==> src/rtl/core/irqpc_pkg.sv <==
// ----------------------------------------------------------------------------
// irqpc_pkg
// Types, codes and constants shared by the prescaled IRQ counter modules.
// ----------------------------------------------------------------------------
package irqpc_pkg;

    // Input item kinds.
    typedef enum logic [1:0] {
        MODE_CPU_CYCLES = 2'd0,
        MODE_CPU_WRITE  = 2'd1,
        MODE_PPU_ADDR   = 2'd2,
        MODE_SCANLINE   = 2'd3
    } t_mode;

    // Clock source selected by control bits 1:0.
    typedef enum logic [1:0] {
        SRC_CPU_CYCLES = 2'd0,
        SRC_SCANLINE   = 2'd1,
        SRC_PPU_ADDR   = 2'd2,
        SRC_CPU_WRITE  = 2'd3
    } t_src;

    // Prescaler direction from control bits 7:6.
    typedef enum logic [1:0] {
        DIR_HOLD_A = 2'd0,
        DIR_UP     = 2'd1,
        DIR_DOWN   = 2'd2,
        DIR_HOLD_B = 2'd3
    } t_dir;

    // Register index from address bits 2:0.
    typedef enum logic [2:0] {
        REG_ENABLE     = 3'd0,
        REG_CONTROL    = 3'd1,
        REG_DISABLE    = 3'd2,
        REG_ENABLE_SET = 3'd3,
        REG_PRESCALE   = 3'd4,
        REG_COUNTER    = 3'd5,
        REG_XOR        = 3'd6,
        REG_RESERVED   = 3'd7
    } t_reg_idx;

    // Sequencer states.
    typedef enum logic {
        ST_IDLE = 1'b0,
        ST_RUN  = 1'b1
    } t_state;

    localparam logic [3:0] REG_PAGE      = 4'hC;
    localparam logic [7:0] MASK_SHORT    = 8'h07;
    localparam logic [7:0] MASK_FULL     = 8'hFF;
    localparam logic [7:0] COUNT_TOP     = 8'hFF;
    localparam logic [7:0] COUNT_BOTTOM  = 8'h00;
    localparam logic [7:0] STEPS_WRITE   = 8'd1;
    localparam logic [7:0] STEPS_PPU     = 8'd2;
    localparam logic [7:0] STEPS_LINE    = 8'd8;

    // Timer state that one prescaler step reads and writes.
    typedef struct packed {
        logic       enable;
        logic [7:0] control;
        logic [7:0] prescale;
        logic [7:0] events;
        logic       pending;
    } t_timer;

    typedef struct packed {
        logic [1:0]  mode;
        logic [15:0] address;
        logic [7:0]  value;
        logic [7:0]  cycle_count;
    } t_in_item;

    typedef struct packed {
        logic       irq;
        logic [7:0] counter_value;
        logic [7:0] prescaler_value;
    } t_out_item;

endpackage

==> src/rtl/core/irqpc_tick.sv <==
// ----------------------------------------------------------------------------
// irqpc_tick
// One prescaler step if enabled; counter moves on roll over if !control[3].
// ----------------------------------------------------------------------------
module irqpc_tick
    import irqpc_pkg::*;
(
    input  t_timer i_cur,
    output t_timer o_nxt
);

    logic [7:0] w_mask;
    logic [7:0] w_pre;
    logic [7:0] w_pre_step;
    logic [7:0] w_events;
    logic       w_roll;
    t_dir       w_dir;

    // Masked prescaler step in the selected direction.
    always_comb begin
        w_mask     = i_cur.control[2] ? MASK_SHORT : MASK_FULL;
        w_dir      = t_dir'(i_cur.control[7:6]);
        w_pre      = i_cur.prescale & w_mask;
        w_pre_step = w_pre;
        w_roll     = 1'b0;
        case (w_dir)
            DIR_UP: begin
                w_pre_step = w_pre + 8'd1;
                w_roll     = ((w_pre_step & w_mask) == 8'd0);
            end
            DIR_DOWN: begin
                w_pre_step = w_pre - 8'd1;
                w_roll     = (w_pre_step == 8'd0);
            end
            default: begin
                w_pre_step = w_pre;
                w_roll     = 1'b0;
            end
        endcase
    end

    // Counter move and IRQ flag on roll over.
    always_comb begin
        o_nxt    = i_cur;
        w_events = i_cur.events;
        if (i_cur.enable) begin
            o_nxt.prescale = (i_cur.prescale & ~w_mask) | (w_pre_step & w_mask);
            if (w_roll) begin
                if (w_dir == DIR_UP) begin
                    if (!i_cur.control[3]) begin
                        w_events = i_cur.events + 8'd1;
                    end
                    if (w_events == COUNT_BOTTOM) begin
                        o_nxt.pending = 1'b1;
                    end
                end else begin
                    if (!i_cur.control[3]) begin
                        w_events = i_cur.events - 8'd1;
                    end
                    if (w_events == COUNT_TOP) begin
                        o_nxt.pending = 1'b1;
                    end
                end
                o_nxt.events = w_events;
            end
        end
    end

endmodule

==> src/rtl/core/irq_prescaled_counter.sv <==
// ----------------------------------------------------------------------------
// irq_prescaled_counter
// Cartridge IRQ timer with a programmable prescaler and an 8-bit counter.
// ----------------------------------------------------------------------------
// Usage:
// Items arrive on the input channel (i_valid / o_ready, payload i_data):
// CPU cycle batches, CPU writes, PPU address changes and scanline ends.
// Each item yields exactly one result on the output channel (o_valid /
// i_ready, payload o_data): the IRQ level, the counter and the prescaler
// after the item.
// Work is done by one prescaler step unit that runs once per cycle. An item
// needing N steps (N = the batch size for a CPU cycle batch, STEPS_WRITE for
// a CPU write, STEPS_PPU for a changed PPU address, STEPS_LINE for a
// scanline, none when its source is not selected) runs its steps in turn
// and then loads its result into the output register; o_ready is high only
// while idle, so the next item is taken only after the result is loaded.
// A CPU write to C000-CFFF is applied after its step.
// Reset clears the whole timer state and drops o_valid. When the receiver
// stalls, the result waits in the output register; a finished item holds
// the sequencer until that register is free.
// ----------------------------------------------------------------------------
module irq_prescaled_counter
    import irqpc_pkg::*;
(
    input  logic      i_clk,
    input  logic      i_rst_n,
    input  logic      i_valid,
    output logic      o_ready,
    input  t_in_item  i_data,
    output logic      o_valid,
    input  logic      i_ready,
    output t_out_item o_data
);

    t_state     r_state, n_state;
    t_timer     r_timer, n_timer;
    t_timer     w_tick_nxt;
    t_timer     w_written;
    t_in_item   r_item;
    logic [7:0] r_steps, n_steps;
    logic [7:0] r_load_xor, n_load_xor;
    logic [15:0] r_prev_addr, n_prev_addr;
    logic       r_out_valid, n_out_valid;
    t_out_item  r_out, n_out;
    logic       w_accept;
    logic       w_tick_en;
    logic       w_finish;
    logic [7:0] w_in_steps;
    t_src       w_src;
    t_reg_idx   w_reg;

    irqpc_tick u_tick (
        .i_cur (r_timer),
        .o_nxt (w_tick_nxt)
    );

    // Next state.
    always_comb begin
        n_state = r_state;
        case (r_state)
            ST_IDLE: begin
                if (i_valid) begin
                    n_state = ST_RUN;
                end
            end
            ST_RUN: begin
                if (r_steps == 8'd0 && (!r_out_valid || i_ready)) begin
                    n_state = ST_IDLE;
                end
            end
            default: n_state = ST_IDLE;
        endcase
    end

    // Sequencer outputs.
    always_comb begin
        o_ready   = 1'b0;
        w_tick_en = 1'b0;
        w_finish  = 1'b0;
        case (r_state)
            ST_IDLE: o_ready = 1'b1;
            ST_RUN: begin
                w_tick_en = (r_steps != 8'd0);
                w_finish  = (r_steps == 8'd0) && (!r_out_valid || i_ready);
            end
            default: o_ready = 1'b0;
        endcase
    end

    assign w_accept = i_valid && o_ready;
    assign w_src    = t_src'(r_timer.control[1:0]);
    assign w_reg    = t_reg_idx'(r_item.address[2:0]);

    // Step count of a new item.
    always_comb begin
        w_in_steps = 8'd0;
        case (t_mode'(i_data.mode))
            MODE_CPU_CYCLES: begin
                if (w_src == SRC_CPU_CYCLES) w_in_steps = i_data.cycle_count;
            end
            MODE_CPU_WRITE: begin
                if (w_src == SRC_CPU_WRITE) w_in_steps = STEPS_WRITE;
            end
            MODE_PPU_ADDR: begin
                if (w_src == SRC_PPU_ADDR && i_data.address != r_prev_addr) begin
                    w_in_steps = STEPS_PPU;
                end
            end
            MODE_SCANLINE: begin
                if (w_src == SRC_SCANLINE) w_in_steps = STEPS_LINE;
            end
            default: w_in_steps = 8'd0;
        endcase
    end

    // Register write of a CPU write item, applied after its step.
    always_comb begin
        w_written  = r_timer;
        n_load_xor = r_load_xor;
        if (t_mode'(r_item.mode) == MODE_CPU_WRITE && r_item.address[15:12] == REG_PAGE) begin
            case (w_reg)
                REG_ENABLE: begin
                    w_written.enable = r_item.value[0];
                    if (!r_item.value[0]) begin
                        w_written.prescale = 8'd0;
                        w_written.pending  = 1'b0;
                    end
                end
                REG_CONTROL:    w_written.control = r_item.value;
                REG_DISABLE: begin
                    w_written.enable   = 1'b0;
                    w_written.prescale = 8'd0;
                    w_written.pending  = 1'b0;
                end
                REG_ENABLE_SET: w_written.enable   = 1'b1;
                REG_PRESCALE:   w_written.prescale = r_item.value ^ r_load_xor;
                REG_COUNTER:    w_written.events   = r_item.value ^ r_load_xor;
                REG_XOR:        n_load_xor         = r_item.value;
                default:        w_written          = r_timer;
            endcase
        end
        if (!w_finish) begin
            n_load_xor = r_load_xor;
        end
    end

    // Timer state, step counter and result register.
    always_comb begin
        n_timer     = r_timer;
        n_steps     = r_steps;
        n_prev_addr = r_prev_addr;
        n_out_valid = r_out_valid && !i_ready;
        n_out       = r_out;
        if (w_accept) begin
            n_steps = w_in_steps;
            if (t_mode'(i_data.mode) == MODE_PPU_ADDR) begin
                n_prev_addr = i_data.address;
            end
        end
        if (w_tick_en) begin
            n_timer = w_tick_nxt;
            n_steps = r_steps - 8'd1;
        end
        if (w_finish) begin
            n_timer     = w_written;
            n_out_valid = 1'b1;
            n_out.irq             = w_written.pending;
            n_out.counter_value   = w_written.events;
            n_out.prescaler_value = w_written.prescale;
        end
    end

    always_ff @(posedge i_clk) begin
        if (!i_rst_n) begin
            r_state     <= ST_IDLE;
            r_timer     <= '0;
            r_steps     <= 8'd0;
            r_load_xor  <= 8'd0;
            r_prev_addr <= 16'd0;
            r_out_valid <= 1'b0;
        end else begin
            r_state     <= n_state;
            r_timer     <= n_timer;
            r_steps     <= n_steps;
            r_load_xor  <= n_load_xor;
            r_prev_addr <= n_prev_addr;
            r_out_valid <= n_out_valid;
        end
    end

    // Payload registers.
    always_ff @(posedge i_clk) begin
        if (w_accept) begin
            r_item <= i_data;
        end
        r_out <= n_out;
    end

    assign o_valid = r_out_valid;
    assign o_data  = r_out;

endmodule

==> config.mk <==
export PLATFORM = sky130hd
export DESIGN_NAME = irq_prescaled_counter
export DESIGN_NICKNAME = d
export VERILOG_FILES = /design/src/rtl/core/irqpc_pkg.sv /design/src/rtl/core/irqpc_tick.sv /design/src/rtl/core/irq_prescaled_counter.sv
export SDC_FILE = /design/constraint.sdc
export NUM_CORES = 1
export LEC_CHECK = 0
export BUFFER_PORTS_ARGS = -buffer_cell sky130_fd_sc_hd__buf_2
export CORE_MARGIN = 4
export CORE_UTILIZATION = 48
export DETAILED_ROUTE_END_ITERATION = 12
export PLACE_DENSITY = 0.67
export SKIP_CTS_REPAIR_TIMING = 1
export SLEW_MARGIN = 20
export SYNTH_ARGS = -nofsm -noshare
export SYNTH_HDL_FRONTEND = slang
export SYNTH_SLANG_ARGS = --single-unit
==> constraint.sdc <==
create_clock -name i_clk -period 2.9 [get_ports i_clk]
set_input_delay 0 -clock i_clk [delete_from_list [all_inputs] [get_ports i_clk]]
set_output_delay 0 -clock i_clk [all_outputs]
set_load 0.03 [all_outputs]
-- After elaboration in Yosys (flattened, before gate mapping)
Cells that the tools add are included.
- register bits after elaboration: 103
- bits of input ports: 38
- output and inout port bits: 19
- word-level logic and storage cells: 118
- $add $sub $neg: 5
- eq/ne operators: 19
- muxes and demuxes: 41
- bitwise logic cells: 8
- reductions and logical operators: 29
- operators by type and width (operator ; count):
    8-bit two-way mux ; 16
    26-bit two-way mux ; 2
    17-bit two-way mux ; 2
    8-bit AND ; 4
    8-bit logical NOT ; 4
    8-bit case mux with 4 select lines ; 1
    8-bit case mux with 3 select lines ; 1
    8-bit by 1-bit subtractor with 8-bit output (second input constant) ; 3
    8-bit by 1-bit adder with 8-bit output (second input constant) ; 2
    16-bit inequality test ; 1
    8-bit case mux with 2 select lines ; 1
    3-bit AND reduction ; 4
    1-bit two-way mux ; 11
    2-bit equality test (second input constant) ; 5
    3-bit equality test (second input constant) ; 3
    9-bit two-way mux ; 1
    2-bit by 1-bit equality test with 1-bit output (second input constant) ; 4
    8-bit equality test (second input constant) ; 1
    8-bit inverter ; 1
    8-bit OR ; 1
    2-bit nonzero test ; 4
    8-bit nonzero test ; 1
    8-bit bitwise XOR ; 1
    3-bit by 2-bit equality test with 1-bit output (second input constant) ; 2
    other kinds (16) ; 26

-- Depth between registers and ports, before layout
Gate-level depths: netlist (run 1).
- depth in word-level cells: 15
- depth in mapped cells: 10
- mapped depth without buffers: 8

-- Modules after synthesis
From an unflattened synthesis (run 1), not the netlist that was laid out.
- cells, all modules: 643
- area total of the unflattened synthesis: 5690.5 um^2
- by module, submodules not included (module ; instances ; cells an instance ; area each (um^2) ; sequential area each (um^2)):
    irq_prescaled_counter ; 1 ; 440 ; 4369.2 ; 2222.1
    irqpc_tick ; 1 ; 203 ; 1321.3 ; 0.0

-- Worst setup path before layout (run 1)
OpenSTA, ideal clock, no wires.
- path kind: reg2reg
- from: register r_steps[0]
- to: register (tool-made name)
- setup time: 0.123 ns
- data arrival time: 2.382 ns
- data required time: 2.777 ns
- path slack: 0.395 ns
- stages on the path, launching flop included: 11
- buffers on the path: 2
- clock period less this slack: 2.505 ns
- path through: dfxtp_1 inv_1 ha_1 nor3b_1 nand4_1 buf_2 inv_1 clkbuf_1 nor2_1 nand2_1 a31oi_1
- RTL lines (item ; line ; text):
    start: declaration ; irq_prescaled_counter.sv:40 ; logic [7:0] r_steps, n_steps;
    start signal: assignment ; irq_prescaled_counter.sv:184 ; r_steps <= n_steps;

-- Worst setup path after layout (run 1)
- from: register r_timer[10] in the netlist's numbering
- to: register r_timer[6] in the netlist's numbering
- longest elaborated chain between the ends: 7
- elaborated cells on any way between the ends: 9
- those cells by class: 2 x add/sub; 1 x mux; 2 x bitwise; 4 x reduce/logical
- ends and longest elaborated chain (item ; line ; text):
    start: declaration ; irq_prescaled_counter.sv:36 ; t_timer r_timer, n_timer;
    start signal: assignment ; irq_prescaled_counter.sv:183 ; r_timer <= n_timer;
    8-bit AND * ; irqpc_tick.sv:23 ; w_pre = i_cur.prescale & w_mask;
    8-bit by 1-bit adder with 8-bit output ; irqpc_tick.sv:28 ; w_pre_step = w_pre + 8'd1;
    8-bit AND ; irqpc_tick.sv:29 ; w_roll = ((w_pre_step & w_mask) == 8'd0);
    8-bit logical NOT ; irqpc_tick.sv:29 ;
    1-bit case mux with 2 select lines * ; irqpc_tick.sv:26 ; case (w_dir)
    2-bit nonzero test (no line) * ; n/a ;
    3-bit AND reduction (no line) * ; n/a ;
Every way passes the cells marked *; elsewhere a longest branch is shown, timed or not.
A chain may end at the register's enable or synchronous reset.

==> results of run 1 <==
[placed cells by master (no fill, tap or decap), types with 4 or more instances in the layout]
master         netlist  routed
nand2_1             66      66
dfxtp_1             58      57
buf_2                3      56
a21oi_1             37      37
nor2_1              36      36
edfxtp_1            34      34
dlygate4sd3_1        0      33
xnor2_1             27      27
nand3_1             21      21
inv_1               20      20
mux2i_1             20      20
buf_4                0      14
nand4_1             13      13
o21ai_0             13      13
xor2_1              11      11
a22o_1              11      11
nor4_1              11      11
clkbuf_8             0      11
nand2b_1            10      10
mux2_2              10      10
a31oi_1             10      10
ha_1                10      10
nor3_1               9       9
nand3b_1             6       6
and3_1               6       6
a211oi_1             5       5
a22oi_1              5       5
a32oi_1              5       5
nor4b_1              4       4
a311oi_1             4       4
o211ai_1             4       4
[flip-flops by register name, indices dropped and copies added, names as in the netlist, named ones only]
name	count
r_state	1
r_load_xor	8
r_prev_addr	16
r_steps	8
r_timer	19
o_valid	1
o_data	17
r_item	17
[path summary, 6_finish.rpt]
path,endpoint,slack [ns],cells after the start
worst max register to register,r_timer[6],0.24,7
worst min register to register,r_prev_addr[13],0.47,2
worst min-delay path,r_steps[1],-0.006,4
worst max-delay path,r_timer[6],0.24,7
[metal layers]
layer	share of wire, %	global-route usage (%)
met5	0	0
met4	1.3	5.369
met3	5.9	5.134
met2	49	31.87
met1	44	27.89
[logic make-up (layout without fill, tap and decap cells)]
family | count (synthesis) | count (layout) | share of synthesized area [%]
AO/OA/AOI/OAI | 130 | 130 | 17.40
multiplexers | 31 | 31 | 6.205
buffers and inverters | 61 | 141 | 4.422
AND/OR/NAND/NOR | 214 | 214 | 21.80
XOR/XNOR | 38 | 38 | 6.324
flip-flops | 92 | 92 | 41.46
adder cells (fa/ha/maj) | 10 | 10 | 2.378
[worst max-delay path, delay by kind of cell, from the launching register on]
kind,cells,cell delay (ns)
AOI/OAI and AO/OA,3,0.89
and+or+nand+nor,3,0.79
DFF,1,0.51
adders and majority gates,1,0.35
[final cells by class]
class	instances	area (sq um)	share of cell area (%)
clock buffers	12	155.1	2.490
clock inverters	4	53.80	0.8636
inverters	21	78.83	1.265
multi-input cells	423	2853	45.79
flip-flops and latches	92	2183	35.05
well taps	136	170.2	2.731
repair buffers	104	735.7	11.81
[metrics by stage]
stage / hold slack (ns) / total power (uW) / cell area (sq um) / utilization, % / cells
finish: -0.006155 / 3455 / 6230 / 59.28 / 792
global route: 0.01874 / 3647 / 6230 / 59.28 / 792
CTS: -0.2297 / 3427 / 5893 / 56.08 / 759
detailed placement: 0.1781 / 2512 / 5684 / 54.09 / 743
global placement: 0.1763 / 2491 / 5684 / 54.09 / 743
floorplan: 0.09887 / 2266 / 5263 / - / 576
[power groups by stage]
stage | Combinational, uW | Sequential [uW] | Clock (uW)
5_1_grt | 1050 | 1590 | 1010
3_3_place_gp | 892 | 1600 | 0
2_1_floorplan | 653 | 1610 | 0
4_1_cts | 910 | 1580 | 941
6_report | 952 | 1580 | 925
3_5_place_dp | 907 | 1610 | 0
==> flow_summary_export.csv, run 1 <==
group,metric,value,unit
place,portBuffers,56,
power,combPwrFrac,27.5,%
detailed_routing,drtIter0Drc,301,
logic_synthesis,syn-instance-count,576,
sta,relSlewSlack,40.49,%
sta,final-hold-violation-count,1,
floorplanning,die-area,12700,sq um
clock_network,root_buffer,"clkbuf_8",
critical_path,cp-start-kind,"flop",
clock_network,clockBufferDepth,2,
final_layout,drive_gt1_share,17.23,%
place,gp_congestion,0.8624,
critical_path,cp.required,3.17,ns
global_routing,grt_max_degree,47,
global_routing,grt_pass1_vias,4199,
sta,skew,0.008243,ns
global_routing,grt_pass1_wl,21.11,mm
sta,grt_setup_unrepaired,"no",
hold_path,min_from,"i_data[1]",
sta,finalSetupViolations,0,
power,p_clk_share,26.8,%
clock_network,cts.reportedPaths.clkPinSlew,0.09,ns
detailed_routing,drt_pre_antenna_iters,5,
status,violations,"hold timing",
logic_synthesis,ys_types,70,
logic_synthesis,synthTopCellsByCount,"nand2_1 (66), dfxtp_1 (58), a21oi_1 (37)",
clock_network,clock-sinks,92,
detailed_routing,routed_via_density,5.866,
critical_path,crit_chain,"ha_1, nand3_1, or2_2, a2111oi_2, o32ai_2, and3_1, o31a_1",
final_layout,fill_cells,942,
critical_path,crit_path_max_incr_delay,0.51,ns
sta,hold_slack,-0.006155,ns
sta,max_freq,376.2,MHz
global_routing,antenna_found_initial,0,
sta,fin_ws,0.2416,ns
logic_synthesis,syn_nets,624,
detailed_routing,drc,0,
power,power_density,554.5,nW/um^2
logic_synthesis,ys.flop_type,"dfxtp_1",
logic_synthesis,synth_edf_count,34,
clock_network,cts_tree,"yes",
sta,worst_pin_slew,0.8926,ns
global_routing,grt_util_all_layers,20.27,%
floorplanning,fp.dieH,112.7,microns
floorplanning,start_util,50.08,%
power,switching_share,32.85,%
logic_synthesis,synthArstFlopShare,0,%
final_layout,nets,699,
detailed_routing,routed_wl,13.07,mm
power,peakVddDrop,453.2,uV
final_layout,antenna_cells,0,
logic_synthesis,yosysWarnings,0,
job,drv_cap,0,
logic_synthesis,synth-seq-area-share,41.46,%
detailed_routing,wl_per_cell,16.51,microns
floorplanning,core_area,10510,sq um
power,seqPwrFrac,45.7,%
detailed_routing,num_vias,4646,
logic_synthesis,syn_avg_cell_area,9.136,sq um
clock_network,cts_made_buffers,9,
sta,drv_slew,0,
critical_path,startpoint,"r_timer[10]",
clock_network,htree_levels,3,
sta,period_share,91.67,%
logic_synthesis,netlist.top_cell.by_area,"dfxtp_1",
power,p_leak,0.002393,uW
final_layout,area_delta_synth_final,18.38,%
logic_synthesis,synth_top_area_share,22.06,%
critical_path,cpMaxStageDelayCell,"dfxtp_1",
clock_network,clk_latency,0.38,ns
logic_synthesis,synth_area,5263,sq um
logic_synthesis,synth_most_common_cell,"nand2_1",
place,dp_slack,0.2017,ns
power,p_switching,1135,uW
hold_path,hold_class,"in -> reg",
logic_synthesis,synth_seq_cells,92,
floorplanning,ios,57,
floorplanning,die_x,112.7,microns
logic_synthesis,synth.area.top_cells,"dfxtp_1 (22%), edfxtp_1 (19%), nand2_1 (4.7%)",
status,status,"finished, violations left",
place,hpwl,9.060,mm
detailed_routing,ant_nets,0,
critical_path,critPathCaptureType,"flop",
power,p_int,2320,uW
sta,fin_tns_setup,0,ns
floorplanning,rows,37,
global_routing,grt.overflow.total,0,
critical_path,r2r_start,"r_timer[10]",
critical_path,criticalPathCategory,"reg -> reg",
sta,finalCriticalPeriod,2.658,ns
critical_path,worstPathArrival,2.93,ns
critical_path,crit_fanout,14,
No activity file was read; power rests on OpenSTA's default activity.
==> run 2: changes to the inputs <==
PLACE_DENSITY = not set   (was 0.67)
PLACE_DENSITY_LB_ADDON = 0.1   (was not set)
==> run 2 against run 1 <==
  * Final cell count fell by 0.13%
  * Power decreased by 1.5%
  * Hold slack improved by 0.034 ns
  * Die area stayed put
  * Clock power fell by 5.3%
  * First-iteration DRC count is 24% lower
  * Combinational power is essentially flat
  * Worst setup slack got worse by 0.012 ns
  * Register-to-register slack is essentially flat
  * Clock skew rose by 0.011 ns
  * The flow now finishes without violations
  * Wire length fell by 0.31%
  * Sequential cell count stayed put
  * Critical path type unchanged
==> flow_summary_export.csv, run 2 (same netlist as run 1, synthesis figures left out) <==
group,metric,value,unit
final_layout,nets,697,
hold_path,min_from,"i_data[1]",
clock_network,cts.reportedPaths.clkPinSlew,0.10,ns
clock_network,htree_levels,3,
place,hpwl,9.102,mm
critical_path,r2r_start,"r_timer[10]",
sta,skew,0.01951,ns
final_layout,largest_reg_flops,19,
global_routing,grt_util_all_layers,20.06,%
global_routing,antenna_found_initial,1,
floorplanning,die-area,12700,sq um
power,p_leak,0.002367,uW
clock_network,cts_tree,"yes",
detailed_routing,num_vias,4580,
detailed_routing,wl_per_cell,16.48,microns
floorplanning,die_x,112.7,microns
hold_path,hold_class,"in -> reg",
final_layout,drive_gt1_share,16.97,%
place,portBuffers,56,
critical_path,cp-start-kind,"flop",
final_layout,mostFrequentLayoutCell,"nand2_1",
place,dpl_cell_area,5657,sq um
sta,drv_slew,0,
critical_path,worstPathArrival,2.94,ns
clock_network,root_buffer,"clkbuf_8",
detailed_routing,routed_wl,13.03,mm
clock_network,clockBufferDepth,2,
sta,fin_ws,0.2293,ns
global_routing,grt_max_degree,47,
clock_network,cts_made_buffers,9,
clock_network,clock-sinks,92,
critical_path,criticalPathCategory,"reg -> reg",
critical_path,crit_fanout,14,
final_layout,final_cell_mix,"nand2_1 (66), dfxtp_1 (57), buf_2 (56)",
global_routing,grt.overflow.total,0,
final_layout,top_register,"r_timer",
floorplanning,ios,57,
power,peakVddDrop,268.7,uV
global_routing,grt_pass1_wl,21.07,mm
place,gp_congestion,0.8526,
sta,final-hold-violation-count,0,
sta,worst_pin_slew,0.9160,ns
critical_path,reg2reg_to,"r_timer[6]",
critical_path,critPathCaptureType,"flop",
status,status,"finished clean",
sta,fin_tns_setup,0,ns
power,p_total,3402,uW
sta,grt_setup_unrepaired,"no",
job,drv_cap,0,
hold_path,whs_path_depth,4,
detailed_routing,drtIter0Drc,230,
critical_path,startpoint,"r_timer[10]",
final_layout,area_delta_synth_final,17.59,%
final_layout,stdcell_area,6188,sq um
critical_path,reg2reg_depth,7,
hold_path,min_to,"r_steps[1]",
floorplanning,rows,37,
detailed_routing,drt_pre_antenna_iters,4,
sta,hold_slack,0.02795,ns
sta,relSlewSlack,38.94,%
place,dp_slack,0.2172,ns
global_routing,grt_pass1_vias,4333,
sta,finalCriticalPeriod,2.671,ns
critical_path,cp.required,3.17,ns
clock_network,clk_latency,0.37,ns
power,power_density,549.7,nW/um^2
critical_path,rrSetupSlack,0.23,ns
floorplanning,core_area,10510,sq um
sta,period_share,92.09,%
floorplanning,start_util,50.08,%
detailed_routing,drc,0,
sta,max_freq,374.4,MHz
detailed_routing,ant_nets,0,
floorplanning,fp.dieH,112.7,microns
detailed_routing,routed_via_density,5.790,
sta,finalSetupViolations,0,
-- run 2: changes by cell type in the layout (fill, tap and decap cells not counted), sizes merged --
cell | previous run | this run
clkbuf | 12 | 9
diode | 0 | 1
clkinv | 1 | 3
bufinv | 1 | 0
inv | 23 | 25
buf | 71 | 69
-- run 2: through the flow --
| step | util (%) | cells |
|---|---|---|
| floorplan | - | 576 |
| global placement | 53.83 | 741 |
| detailed placement | 53.83 | 741 |
| CTS | 55.71 | 757 |
| global route | 58.89 | 791 |
| finish | 58.89 | 791 |
-- run 2: worst max-delay path: stages (launching register included) --
cell	delay (ns)
dfxtp_1	0.49
ha_1	0.35
nand3_1	0.15
or2_2	0.37
a2111oi_2	0.38
o32ai_2	0.31
and3_1	0.26
o31a_1	0.27
-- run 2: how the worst max path moves through the flow --
stage	slack [ns]	to
finish	0.23	r_timer[6]
detailed placement	0.22	r_timer[6]
floorplan	0.39	flop
global placement	0.32	r_timer[6]
CTS	0.20	r_timer[6]
global route	0.06	r_timer[8]
-- run 2: per-layer routing --
layer / part of all wire [%] / vias up / global-route usage [%]
met5: 0 / - / 0
met4: 1.5 / 0 / 5.288
met3: 3.7 / 15 / 3.850
met2: 51 / 89 / 34.79
met1: 44 / 2204 / 25.66
li1: - / 2272 / -
-- run 2: final cells by class --
class,instances,area [sq um]
Antenna cell,1,2.502
Tap cell,136,170.2
Clock buffer,9,123.9
Sequential cell,92,2183
Fill cell,930,4320
Multi-Input combinational cell,423,2848
Clock inverter,7,73.82
Timing Repair Buffer,102,708.2
Inverter,21,78.83
-- run 2: power breakdown --
group          leakage [uW]  switching [uW]  internal, uW
Clock              0.000101             535           341
Combinational       0.00147             539           410
Sequential         0.000796             119          1460
Total               0.00237            1190          2210
